--- src/omq_pkg.sv ---
// Shared types and constants for the ordered matching queue.
`default_nettype none

package omq_pkg;

    localparam int DEF_QUEUE_DEPTH  = 16;
    localparam int DEF_HANDLE_WIDTH = 8;

    localparam int OP_W   = 2;
    localparam int TYPE_W = 2;
    localparam int ST_W   = 2;

    typedef enum logic [OP_W-1:0] {
        OP_PUSH   = 2'd0,
        OP_REMOVE = 2'd1,
        OP_MATCH  = 2'd2,
        OP_NOP    = 2'd3
    } t_op;

    typedef enum logic [ST_W-1:0] {
        ST_OK        = 2'd0,
        ST_NOT_FOUND = 2'd1,
        ST_FULL      = 2'd2
    } t_status;

endpackage

`default_nettype wire

--- src/omq_mem.sv ---
// Entry store: one write port, one read port, registered read data.
`default_nettype none

module omq_mem #(
    parameter int DEPTH  = omq_pkg::DEF_QUEUE_DEPTH,
    parameter int DATA_W = omq_pkg::DEF_HANDLE_WIDTH + omq_pkg::TYPE_W,
    parameter int ADDR_W = $clog2(omq_pkg::DEF_QUEUE_DEPTH)
) (
    input  wire logic              i_clk,
    input  wire logic              i_we,
    input  wire logic [ADDR_W-1:0] i_waddr,
    input  wire logic [DATA_W-1:0] i_wdata,
    input  wire logic [ADDR_W-1:0] i_raddr,
    output logic      [DATA_W-1:0] o_rdata
);

    logic [DATA_W-1:0] r_mem [DEPTH];

    always_ff @(posedge i_clk) begin
        if (i_we) begin
            r_mem[i_waddr] <= i_wdata;
        end
        o_rdata <= r_mem[i_raddr];
    end

endmodule

`default_nettype wire

--- src/ordered_matching_queue.sv ---
// Ordered matching queue: top level with the scan and compaction sequencer.
//
// Command port: an operation is taken at a rising edge where i_start is high
// and o_busy is low. Opcode push appends {handle, type}; remove deletes the
// oldest entry holding i_handle; match deletes the oldest entry of type
// i_msg_type and returns its handle; the spare opcode does nothing.
// Each command yields one result beat, shown for one cycle with o_valid high:
// status, found handle (zero unless a match succeeded) and occupancy.
// Push and the spare opcode: result in the cycle after acceptance, so one
// command per cycle. Remove and match walk the entries oldest first through
// the single read port of the entry store, one entry a cycle, and write each
// entry behind the hit back one place lower on the write port in the same
// pass: o_busy stays high for the scan and the result beat is shown in the
// cycle in which o_busy is low again, or in the cycle after acceptance for
// an empty queue. Reset empties the queue; entry contents are not cleared.
// The receiver cannot stall: each result beat lasts one cycle.
`default_nettype none

module ordered_matching_queue #(
    parameter int QUEUE_DEPTH  = omq_pkg::DEF_QUEUE_DEPTH,
    parameter int HANDLE_WIDTH = omq_pkg::DEF_HANDLE_WIDTH
) (
    input  wire logic                                i_clk,
    input  wire logic                                i_rst_n,
    input  wire logic                                i_start,
    input  wire logic [omq_pkg::OP_W-1:0]            i_opcode,
    input  wire logic [HANDLE_WIDTH-1:0]             i_handle,
    input  wire logic [omq_pkg::TYPE_W-1:0]          i_msg_type,
    output logic                                     o_busy,
    output logic                                     o_valid,
    output logic [omq_pkg::ST_W-1:0]                 o_status,
    output logic [HANDLE_WIDTH-1:0]                  o_found_handle,
    output logic [$clog2(QUEUE_DEPTH+1)-1:0]         o_occupancy
);

    import omq_pkg::*;

    localparam int IW = $clog2(QUEUE_DEPTH);
    localparam int CW = $clog2(QUEUE_DEPTH + 1);
    localparam int DW = HANDLE_WIDTH + TYPE_W;

    typedef enum logic {
        S_IDLE,
        S_SCAN
    } t_state;

    t_state                  r_state;
    logic [CW-1:0]           r_cnt;
    t_op                     r_op;
    logic [HANDLE_WIDTH-1:0] r_key_handle;
    logic [TYPE_W-1:0]       r_key_type;
    logic [CW-1:0]           r_rd_idx;
    logic                    r_rv;
    logic [IW-1:0]           r_pos;
    logic                    r_hit;
    logic [HANDLE_WIDTH-1:0] r_found;
    logic                    r_valid;
    t_status                 r_status;
    logic [HANDLE_WIDTH-1:0] r_found_out;
    logic [CW-1:0]           r_occ;

    logic                    rd_issue;
    logic [IW-1:0]           rd_addr;
    logic [DW-1:0]           rd_data;
    logic [HANDLE_WIDTH-1:0] d_handle;
    logic [TYPE_W-1:0]       d_type;
    logic                    cmp;
    logic                    last;
    logic                    do_push;
    logic                    we;
    logic [IW-1:0]           waddr;
    logic [DW-1:0]           wdata;

    assign rd_issue = (r_state == S_SCAN) && (r_rd_idx < r_cnt);
    assign rd_addr  = r_rd_idx[IW-1:0];
    assign d_handle = rd_data[DW-1:TYPE_W];
    assign d_type   = rd_data[TYPE_W-1:0];
    assign cmp      = (r_op == OP_REMOVE) ? (d_handle == r_key_handle)
                                          : (d_type == r_key_type);
    assign last     = (r_pos == IW'(r_cnt - CW'(1)));
    assign do_push  = (r_state == S_IDLE) && i_start && (t_op'(i_opcode) == OP_PUSH)
                      && (r_cnt != CW'(QUEUE_DEPTH));

    // Write port: push in idle, compaction during the scan. Compaction writes
    // always land below the read pointer, so no entry is read after being moved.
    always_comb begin
        we    = 1'b0;
        waddr = r_cnt[IW-1:0];
        wdata = {i_handle, i_msg_type};
        if (do_push) begin
            we = 1'b1;
        end else if ((r_state == S_SCAN) && r_rv && r_hit) begin
            we    = 1'b1;
            waddr = r_pos - IW'(1);
            wdata = rd_data;
        end
    end

    omq_mem #(
        .DEPTH  (QUEUE_DEPTH),
        .DATA_W (DW),
        .ADDR_W (IW)
    ) u_mem (
        .i_clk   (i_clk),
        .i_we    (we),
        .i_waddr (waddr),
        .i_wdata (wdata),
        .i_raddr (rd_addr),
        .o_rdata (rd_data)
    );

    always_ff @(posedge i_clk) begin
        if (!i_rst_n) begin
            r_state <= S_IDLE;
            r_cnt   <= '0;
            r_valid <= 1'b0;
            r_rv    <= 1'b0;
            r_hit   <= 1'b0;
        end else begin
            r_valid <= 1'b0;
            unique case (r_state)
                S_IDLE: begin
                    if (i_start) begin
                        r_op         <= t_op'(i_opcode);
                        r_key_handle <= i_handle;
                        r_key_type   <= i_msg_type;
                        r_found_out  <= '0;
                        case (t_op'(i_opcode)) inside
                            OP_PUSH: begin
                                r_valid <= 1'b1;
                                if (do_push) begin
                                    r_cnt    <= r_cnt + CW'(1);
                                    r_occ    <= r_cnt + CW'(1);
                                    r_status <= ST_OK;
                                end else begin
                                    r_occ    <= r_cnt;
                                    r_status <= ST_FULL;
                                end
                            end
                            OP_REMOVE, OP_MATCH: begin
                                if (r_cnt == '0) begin
                                    r_valid  <= 1'b1;
                                    r_status <= ST_NOT_FOUND;
                                    r_occ    <= r_cnt;
                                end else begin
                                    r_state  <= S_SCAN;
                                    r_rd_idx <= '0;
                                    r_rv     <= 1'b0;
                                    r_hit    <= 1'b0;
                                end
                            end
                            default: begin
                                r_valid  <= 1'b1;
                                r_status <= ST_OK;
                                r_occ    <= r_cnt;
                            end
                        endcase
                    end
                end
                S_SCAN: begin
                    r_rv <= rd_issue;
                    if (rd_issue) begin
                        r_pos    <= rd_addr;
                        r_rd_idx <= r_rd_idx + CW'(1);
                    end
                    if (r_rv) begin
                        if (!r_hit && cmp) begin
                            r_hit   <= 1'b1;
                            r_found <= d_handle;
                        end
                        if (last) begin
                            r_state <= S_IDLE;
                            r_valid <= 1'b1;
                            r_rv    <= 1'b0;
                            if (r_hit || cmp) begin
                                r_status <= ST_OK;
                                r_cnt    <= r_cnt - CW'(1);
                                r_occ    <= r_cnt - CW'(1);
                                if (r_op == OP_MATCH) begin
                                    r_found_out <= r_hit ? r_found : d_handle;
                                end else begin
                                    r_found_out <= '0;
                                end
                            end else begin
                                r_status    <= ST_NOT_FOUND;
                                r_occ       <= r_cnt;
                                r_found_out <= '0;
                            end
                        end
                    end
                end
                default: begin
                    r_state <= S_IDLE;
                end
            endcase
        end
    end

    assign o_busy         = (r_state != S_IDLE);
    assign o_valid        = r_valid;
    assign o_status       = r_status;
    assign o_found_handle = r_found_out;
    assign o_occupancy    = r_occ;

endmodule

`default_nettype wire

--- config.mk ---
export PLATFORM = sky130hd
export DESIGN_NAME = ordered_matching_queue
export DESIGN_NICKNAME = d
export VERILOG_FILES = /design/src/omq_pkg.sv /design/src/omq_mem.sv /design/src/ordered_matching_queue.sv
export SDC_FILE = /design/constraint.sdc
export NUM_CORES = 1
export LEC_CHECK = 0
export ABC_CLOCK_PERIOD_IN_PS = 6880
export BUFFER_PORTS_ARGS = -buffer_cell sky130_fd_sc_hd__buf_2
export CORE_MARGIN = 2
export CORE_UTILIZATION = 47
export CTS_CLUSTER_DIAMETER = 80
export DETAILED_ROUTE_END_ITERATION = 10
export PLACE_DENSITY_LB_ADDON = 0.3
export RECOVER_POWER = 25
export SYNTH_ARGS = -nofsm -noshare
export SYNTH_HDL_FRONTEND = slang
export SYNTH_SLANG_ARGS = --single-unit
--- constraint.sdc ---
create_clock -name i_clk -period 6.88 [get_ports i_clk]
set_clock_uncertainty 0.2 [all_clocks]
set_input_delay 0.344 -clock i_clk [delete_from_list [all_inputs] [get_ports i_clk]]
set_output_delay 0.344 -clock i_clk [all_outputs]
set_load 0.01 [all_outputs]
==> After elaboration in Yosys (flattened, before gate mapping) <==
Memories as Yosys holds them, arrays and structs flattened. A register that Yosys moved wholly into a read port is not among the register bits.
Cells that the tools add are included.
{ "classes": {"n_eq_ne": 18, "mux": 67, "magnitude_cmp": 1, "addsub": 4, "bitwise_logic": 1, "n_reduce_logical": 21} }
{ "op_table": {"columns": ["operator", "n"], "rows": [
  ["5-bit two-way mux", 15],
  ["8-bit two-way mux", 6],
  ["5-bit case mux with 2 select lines", 3],
  ["1-bit two-way mux", 26],
  ["10-bit two-way mux", 2],
  ["8-bit case mux with 2 select lines", 1],
  ["4-bit AND reduction", 4],
  ["2-bit two-way mux", 7],
  ["2-bit by 1-bit inequality test with 1-bit output, second input constant", 6],
  ["6-bit AND reduction", 2],
  ["5-bit by 1-bit adder with 5-bit output, second input constant", 2],
  ["8-bit == test", 1],
  ["4-bit two-way mux", 2],
  ["1-bit case mux with 2 select lines", 4],
  ["1-bit logical AND", 7],
  ["2-bit inequality test, second input constant", 3],
  ["3-bit AND reduction", 2],
  ["5-bit logical NOT", 1],
  ["5-bit < comparator", 1],
  ["5-bit inequality test, second input constant", 1],
  ["5-bit AND reduction", 1],
  ["5-bit by 1-bit subtractor with 5-bit output, second input constant", 1],
  ["2-bit by 1-bit == test with 1-bit output, second input constant", 2],
  ["2-bit == test, second input constant", 2],
  ["10 further kinds", 10]
]} }
{ "totals": {"ff_bits": 53, "mem_bits_rw": 160, "n_memories": 1, "inputBits": 15, "output_inout_bits": 17} }
{ "memory_table": {"columns": ["name", "depth", "width", "read_ports", "rd_clocked_by_memory_dff", "write_ports", "line", "rtl"], "rows": [
  ["u_mem.r_mem", 16, 10, 1, 1, 1, "omq_mem.sv:17", "logic [DATA_W-1:0] r_mem [DEPTH];"]
]} }

==> Longest topological paths before layout <==
Gate-level depths: netlist of the first run.
{ "logic_depth": {"word_depth": 8, "depth_mapped": 9, "ltp_nobuf": 8} }

==> By module <==
A second synthesis of the first run with hierarchy kept.
{ "unflattened": {"hier_cells": 527, "hier_area_um2": 9196.3} }
{ "modules_own_cells": {"columns": ["mod", "instances", "seq_area_each_um2", "cells_per_inst", "area_each_um2"], "rows": [
  ["omq_mem", 1, 5004.8, 279, 6353.6],
  ["ordered_matching_queue", 1, 1501.4, 248, 2842.7]
]} }

==> Worst setup path after synthesis of the first run <==
OpenSTA, ideal clock, no wires.
{ "synth_path": {"path_kind": "reg-to-reg", "start": "register r_op[1]", "end": "register r_found[0], enable pin", "n_path_buf": 0, "stages_incl_launch_ff": 5, "arrival_time_ns": 2.446, "path_slack_ns": 3.814, "setup_time_ns": 0.419, "period_less_slack_ns": 3.066, "path_cell_list": "edfxtp_1 nand2b_1 a221oi_2 nand4_1 a2111oi_0"} }
{ "synth_via": {"elab_chain_len": 4} }
{ "synth_rtl": {"columns": ["item", "line", "rtl"], "rows": [
  ["from (decl)", "ordered_matching_queue.sv:49", "t_op r_op;"],
  ["from (signal assigned)", "ordered_matching_queue.sv:124", "r_op <= t_op'(i_opcode);"],
  ["2-bit by 1-bit == test with 1-bit output", "ordered_matching_queue.sv:78", "assign cmp = (r_op == OP_REMOVE) ? (d_handle == r_key_handle)"],
  ["1-bit two-way mux", "ordered_matching_queue.sv:78", null],
  ["1-bit logical AND", "ordered_matching_queue.sv:167", "if (!r_hit && cmp) begin"],
  ["4-bit AND reduction (no line)", null, null],
  ["to (signal assigned)", "ordered_matching_queue.sv:169", "r_found <= d_handle;"],
  ["to (decl)", "ordered_matching_queue.sv:56", "logic [HANDLE_WIDTH-1:0] r_found;"]
]} }
Every way passes these cells.
A chain may end at the register's enable or synchronous reset.

==> results_dict.tcl, run 1 <==
set metrics [dict create \
    status "complete, but fails checks" \
    failed_checks "max-capacitance violations, max-slew violations" \
    cpMostUsedCell "mux4_2" \
    synth_edf_count 204 \
    cts_resized 0 \
    initial_core_util 0.484 \
    stdcell_count 846 \
    ff_latch_area_sq_um 6510 \
    post-route-period-util 0.626 \
    synth-warning-count 0 \
    drtIter0Drc 553 \
    critPathTopFamily "buffers and inverters" \
    fillers 1452 \
    dr.pass1.iters 5 \
    final_common_cell "edfxtp_1" \
    area_growth_pct 13.5 \
    power_leakage_nw 3.36 \
    io_buffers 31 \
    hold_viol 0 \
    arrival_ns 4.47 \
    synthMuxAreaShare 0.138 \
    grt_setup_unrepaired "no" \
    die_x_microns 143 \
    cpMaxStageDelayCell "clkbuf_1" \
    place.gp.congestion 0.843 \
    cts.path.max_buffers 3 \
    cts_buffers 23 \
    dp_slack_ns 3.52 \
    clock-sinks 223 \
    post-route-util 0.549 \
    chipHeight_microns 143 \
    ios 32 \
    routed_wl_mm 20.1 \
    post-route-min-period_ns 4.30 \
    timing.final.max_slew_violations 90 \
    tightest_slew_ns 2.54 \
    antenna_cells 0 \
    cts_tree "built" \
    endpoint_kind "register" \
    synth_area_sq_um 9100 \
    peakVddDrop_uv 160 \
    crit_chain "clkbuf_1 > mux4_2 > mux4_2" \
    yosys.area_share.xor_xnor 0.0218 \
    drive_gt1_frac 0.160 \
    ys_seq_area_frac 0.715 \
    cts_root_buffer "clkbuf_16" \
    core_sq_um 18800 \
    vias 4888 \
    overflow 0 \
    drc 0 \
    critPathKind "register to register" \
    fin_setup_tns_ns 0 \
    cpPeakStageDelay_ns 1.84 \
    worstSkewPairLatency_ns 0.50 \
    ant_nets 0 \
    dieArea_sq_um 20500 \
    max_cap_violations 3 \
    grt_pass1_vias 4783 \
    yosys_most_used_dff "edfxtp_1" \
    synth_cell_types 47 \
    yosys.area_share.simple 0.0635 \
    post-place-cells 792 \
    synth_area_leader_cell "edfxtp_1" \
    worstPathMaxFanout 32 \
    synth_top_family_by_area "multiplexers" \
    setup_viol_count_final 0 \
    rows 50 \
    synth_nets 545 \
    crit_buf_inv 1 \
    ys_ff_latch 223 \
    synth_compound_area_frac 0.0295 \
    cp.required_ns 7.05 \
    antenna_found_initial 0 \
    syn_inst 520 \
    path_clk_slew_ns 0.06 \
    wl_per_cell_microns 23.7 \
    synth_top_area_frac 0.673 \
    synth_area_leaders "edfxtp_1, mux4_2, dfxtp_1" \
    htreeDepth 1 \
    synthAdderAreaFrac 0.0137 \
    grt_pass1_wl_mm 30.1 \
    syn_avg_cell_area_sq_um 17.5 \
    synthArstFlopShare 0 \
    start_kind "register" \
    grtUsageTotal 0.203 \
    cellPowerDensity_nw_per_um2 271 \
    relSlewSlack -0.691 \
    final_cell_mix "edfxtp_1, mux4_2, nand2_1" \
    fmax_mhz 232 \
    hp-class "primary input to register" \
    viasPerCell 5.78 \
    r2r_slack_ns 2.58 \
    grt_start_max_net_pins 44 \
    setup_ws_ns 2.58 \
    final_net_count 595 \
    dpl.hpwl_mm 13.3 \
    multi_input_area_sq_um 2420 \
]
-- area by class of cell --
cell class,count,area share
clock buffers,25,0.0564
clock inverters,16,0.0177
inverters,16,0.00581
multi-input cells,259,0.234
flip-flops and latches,223,0.629
well taps,260,0.0315
repair buffers,47,0.0251
-- worst min-delay path, cell delays in order --
cell	delay [ns]
buf_2	0.13
inv_1	0.13
o31ai_1	0.09
a21oi_1	0.12
-- kinds of logic (layout without fill, tap and decap cells) --
family | after synthesis | count (layout)
AO/OA/AOI/OAI | 36 | 36
XOR/XNOR | 21 | 21
adder cells (fa/ha/maj) | 10 | 10
buffers and inverters | 38 | 104
flip-flops | 223 | 223
multiplexers | 63 | 63
AND/OR/NAND/NOR | 129 | 129
-- flip-flops by register name (all words and copies together), names as in the netlist --
name            flops
o_busy              1
o_found_handle      8
o_occupancy         5
o_status            2
o_valid             1
r_cnt               5
r_found             8
r_hit               1
r_key_handle        8
r_key_type          2
r_op                2
r_pos               4
r_rd_idx            5
r_rv                1
u_mem.o_rdata      10
u_mem.r_mem       160
-- metal layers --
metal,global-route usage,wire length (microns),up-vias,part of all wire
li1,-,-,2126,-
met1,0.296,8910,2500,0.44
met2,0.319,9310,225,0.46
met3,0.0319,1320,37,0.066
met4,0.0578,506,0,0.025
met5,0,0,-,0
-- cells in the mapped netlist (2+ instances only) --
cell,n
edfxtp_1,204
buf_1,7
and3_1,3
a21oi_1,4
a41oi_1,2
nand2_1,48
nand3_1,5
buf_4,5
mux4_2,50
inv_1,16
or2_2,2
a31oi_1,6
nand3b_1,3
mux2i_1,13
nor2_1,45
xnor2_1,11
a31o_2,3
nand2b_1,5
dfxtp_1,19
buf_2,2
a21o_1,2
o21a_1,2
nor3_1,9
and2_1,2
a211oi_1,2
ha_1,10
nand4_1,3
xor2_1,9
o21ai_0,4
clkbuf_1,7
-- worst paths after layout --
check	to	cells after the start	startpoint
max	u_mem.o_rdata[0]$_DFF_P_	3	r_rd_idx[0]$_SDFFCE_PN0P_
min	r_hit$_SDFFE_PN0P_	4	i_start
max reg2reg	u_mem.o_rdata[0]$_DFF_P_	3	r_rd_idx[0]$_SDFFCE_PN0P_
min reg2reg	r_cnt[4]$_SDFFE_PN0P_	2	r_cnt[4]$_SDFFE_PN0P_
-- report_power, final --
part	leakage (nW)	internal, mW	switching, mW	total (mW)
logic	0.981	0.0174	0.0447	0.0621
clock network	0.371	0.762	0.489	1.25
registers	2.01	1.49	0.00369	1.49
total	3.36	2.27	0.538	2.80
-- stage by stage --
stage / hold slack [ns] / power (mW) / cell area, sq um
6_report: 0.152 / 2.80 / 10300
5_1_grt: 0.184 / 2.88 / 10300
4_1_cts: 0.153 / 2.82 / 10400
3_5_place_dp: 0.299 / 1.58 / 9510
3_3_place_gp: 0.293 / 1.58 / 9510
2_1_floorplan: 0.243 / 1.55 / 9100
-- timing repair --
| item | in CTS | in global routing |
|---|---|---|
| hold buffers | 13 | 0 |
| hold endpoints to repair | 13 | 0 |
| setup endpoints to repair | 0 | 0 |
| setup buffers | 0 | 0 |
No activity file was read; power rests on OpenSTA's default activity.
==> inputs of run 2 (changes only) <==
--- a/config.mk
+++ b/config.mk
@@ -5,7 +5,8 @@
 export SDC_FILE = /design/constraint.sdc
 export NUM_CORES = 1
 export LEC_CHECK = 0
-export ABC_CLOCK_PERIOD_IN_PS = 6880
+export ABC_AREA = 1
+export ABC_CLOCK_PERIOD_IN_PS = 4100
 export BUFFER_PORTS_ARGS = -buffer_cell sky130_fd_sc_hd__buf_2
 export CORE_MARGIN = 2
 export CORE_UTILIZATION = 47
==> constraint.sdc (replaced) <==
create_clock -name i_clk -period 4.1 [get_ports i_clk]
set_clock_uncertainty 0.2 [all_clocks]
set_input_delay 0.205 -clock i_clk [delete_from_list [all_inputs] [get_ports i_clk]]
set_output_delay 0.205 -clock i_clk [all_outputs]
set_load 0.01 [all_outputs]
==> results_dict.tcl, run 2 <==
set metrics [dict create \
    cpPeakStageDelay_ns 0.76 \
    rows 51 \
    grt_setup_unrepaired "no" \
    cts_resized 0 \
    post-cts-setup-buffer-count 0 \
    ios 32 \
    postCtsHoldBufs 14 \
    ant_nets 0 \
    crit_buf_inv 3 \
    p_total_mw 4.76 \
    cellPowerDensity_nw_per_um2 449 \
    worstPathMaxFanout 23 \
    dieArea_sq_um 21100 \
    cpMaxStageDelayCell "nor2_1" \
    post-route-period-util 0.833 \
    stdcell_count 1126 \
    grt_pass1_wl_mm 31.5 \
    path_clk_slew_ns 0.06 \
    peakVddDrop_uv 332 \
    dpl_cell_area_sq_um 9830 \
    setup_ws_ns 0.685 \
    dpl.hpwl_mm 12.6 \
    syn_avg_cell_area_sq_um 11.8 \
    fin_setup_tns_ns 0 \
    cts_buffers 23 \
    arrival_ns 3.34 \
    dr.pass1.iters 5 \
    hold_viol 0 \
    status "complete, but fails checks" \
    drive_gt1_frac 0.0616 \
    syn_inst 797 \
    cp.required_ns 4.02 \
    synth_top_area_frac 0.652 \
    relSlewSlack -0.240 \
    fin_area_sq_um 10600 \
    place.gp.congestion 0.830 \
    final_net_count 871 \
    worstSkewPairLatency_ns 0.50 \
    synth_area_leader_cell "edfxtp_1" \
    regMostFlops "u_mem.r_mem" \
    critPathKind "register to register" \
    synth-warning-count 0 \
    chipHeight_microns 145 \
    hp-class "register to register" \
    cts.path.max_buffers 3 \
    post-route-util 0.543 \
    antenna_found_initial 0 \
    largest_reg_flops 160 \
    core_sq_um 19500 \
    vias 6141 \
    routed_wl_mm 20.2 \
    synth_area_sq_um 9390 \
    setup_viol_count_final 0 \
    ff_latch_area_sq_um 6510 \
    power_leakage_nw 3.84 \
    final_cell_mix "edfxtp_1, nor2_1, nand2_1" \
    endpoint_kind "register" \
    io_buffers 31 \
    viasPerCell 5.45 \
    post-route-min-period_ns 3.42 \
    critPathTopFamily "simple AND/OR/NAND/NOR gates" \
    grtUsageTotal 0.188 \
    tightest_slew_ns 1.86 \
    top_regs "u_mem.r_mem (160), u_mem.o_rdata (10)" \
    synth_cell_types 36 \
    grt_start_max_net_pins 85 \
    cts_root_buffer "clkbuf_16" \
    seqPwrFrac 0.533 \
    yosys_most_used_dff "edfxtp_1" \
    synth_edf_count 204 \
    power.internal_mw 3.75 \
    timing.final.max_slew_violations 169 \
    cts_tree "built" \
    fmax_mhz 293 \
    drc 0 \
    ys_top_cells_by_count "edfxtp_1, nor2_1, nand2_1, o21ai_0, inv_1" \
    fillers 1660 \
    ys_ff_latch 223 \
    p_comb_frac 0.057 \
    synthArstFlopShare 0 \
    p_clk_frac 0.410 \
    dp_slack_ns 1.06 \
    ys_seq_area_frac 0.693 \
    overflow 0 \
    final_common_cell "edfxtp_1" \
    synth.most_common_cell "edfxtp_1" \
    max_cap_violations 2 \
    drtIter0Drc 551 \
    crit_chain "inv_2 > nor2_1 > inv_1 > o21ai_0 > nand2_1 > inv_1 > nand2_1 > nor2_1" \
    area_growth_pct 12.9 \
    p_sw_frac 0.212 \
    synth_area_leaders "edfxtp_1, nor2_1, nand2_1" \
    failed_checks "max-capacitance violations, max-slew violations" \
    htreeDepth 1 \
    post-place-cells 1072 \
    start_kind "register" \
    hold-worst-slack_ns 0.256 \
    grt_pass1_vias 5715 \
    multi_input_area_sq_um 2510 \
    die_x_microns 145 \
    antenna_cells 0 \
    wl_per_cell_microns 17.9 \
    initial_core_util 0.481 \
    clock-sinks 223 \
    synth_nets 822 \
    p_switching_mw 1.01 \
]
## run 2: area by class of cell
type | count | area share
clock buffer | 34 | 0.0610
inverter | 57 | 0.0203
sequential | 223 | 0.614
clock inverter | 6 | 0.00531
timing repair buffer | 59 | 0.0315
tap | 265 | 0.0313
multi-input combinational | 482 | 0.237
## run 2: per-layer routing
layer / share of wire / global-route usage
met5: 0 / 0
met1: 0.45 / 0.283
met4: 0.037 / 0.0662
met3: 0.078 / 0.0307
met2: 0.43 / 0.280
## run 2: path summary, 6_finish.rpt
path / start / endpoint / slack [ns] / cells past startpoint
max reg2reg: r_hit$_SDFFE_PN0P_ / u_mem.r_mem[8][4]$_DFFE_PP_ / 0.68 / 8
max: r_hit$_SDFFE_PN0P_ / u_mem.r_mem[8][4]$_DFFE_PP_ / 0.68 / 8
min: u_mem.o_rdata[9]$_DFF_P_ / r_found[7]$_DFFE_PP_ / 0.26 / 0
min reg2reg: u_mem.o_rdata[9]$_DFF_P_ / r_found[7]$_DFFE_PP_ / 0.26 / 0
## run 2: cell families (layout without fill, tap and decap cells)
group,count (synthesis),in the layout,synth area share
adder cells (fa/ha/maj),10,10,0.0133
AO/OA/AOI/OAI,135,135,0.0910
flip-flops,223,223,0.693
AND/OR/NAND/NOR,307,307,0.131
multiplexers,17,17,0.0181
XOR/XNOR,13,13,0.0137
buffers and inverters,92,156,0.0396
## run 2: power by group through the flow
stage	Sequential, mW	Combinational (mW)	Clock, mW
floorplan	2.58	0.172	0
global placement	2.58	0.265	0
detailed placement	2.58	0.267	0
CTS	2.53	0.279	1.99
global route	2.54	0.304	2.09
finish	2.54	0.273	1.95
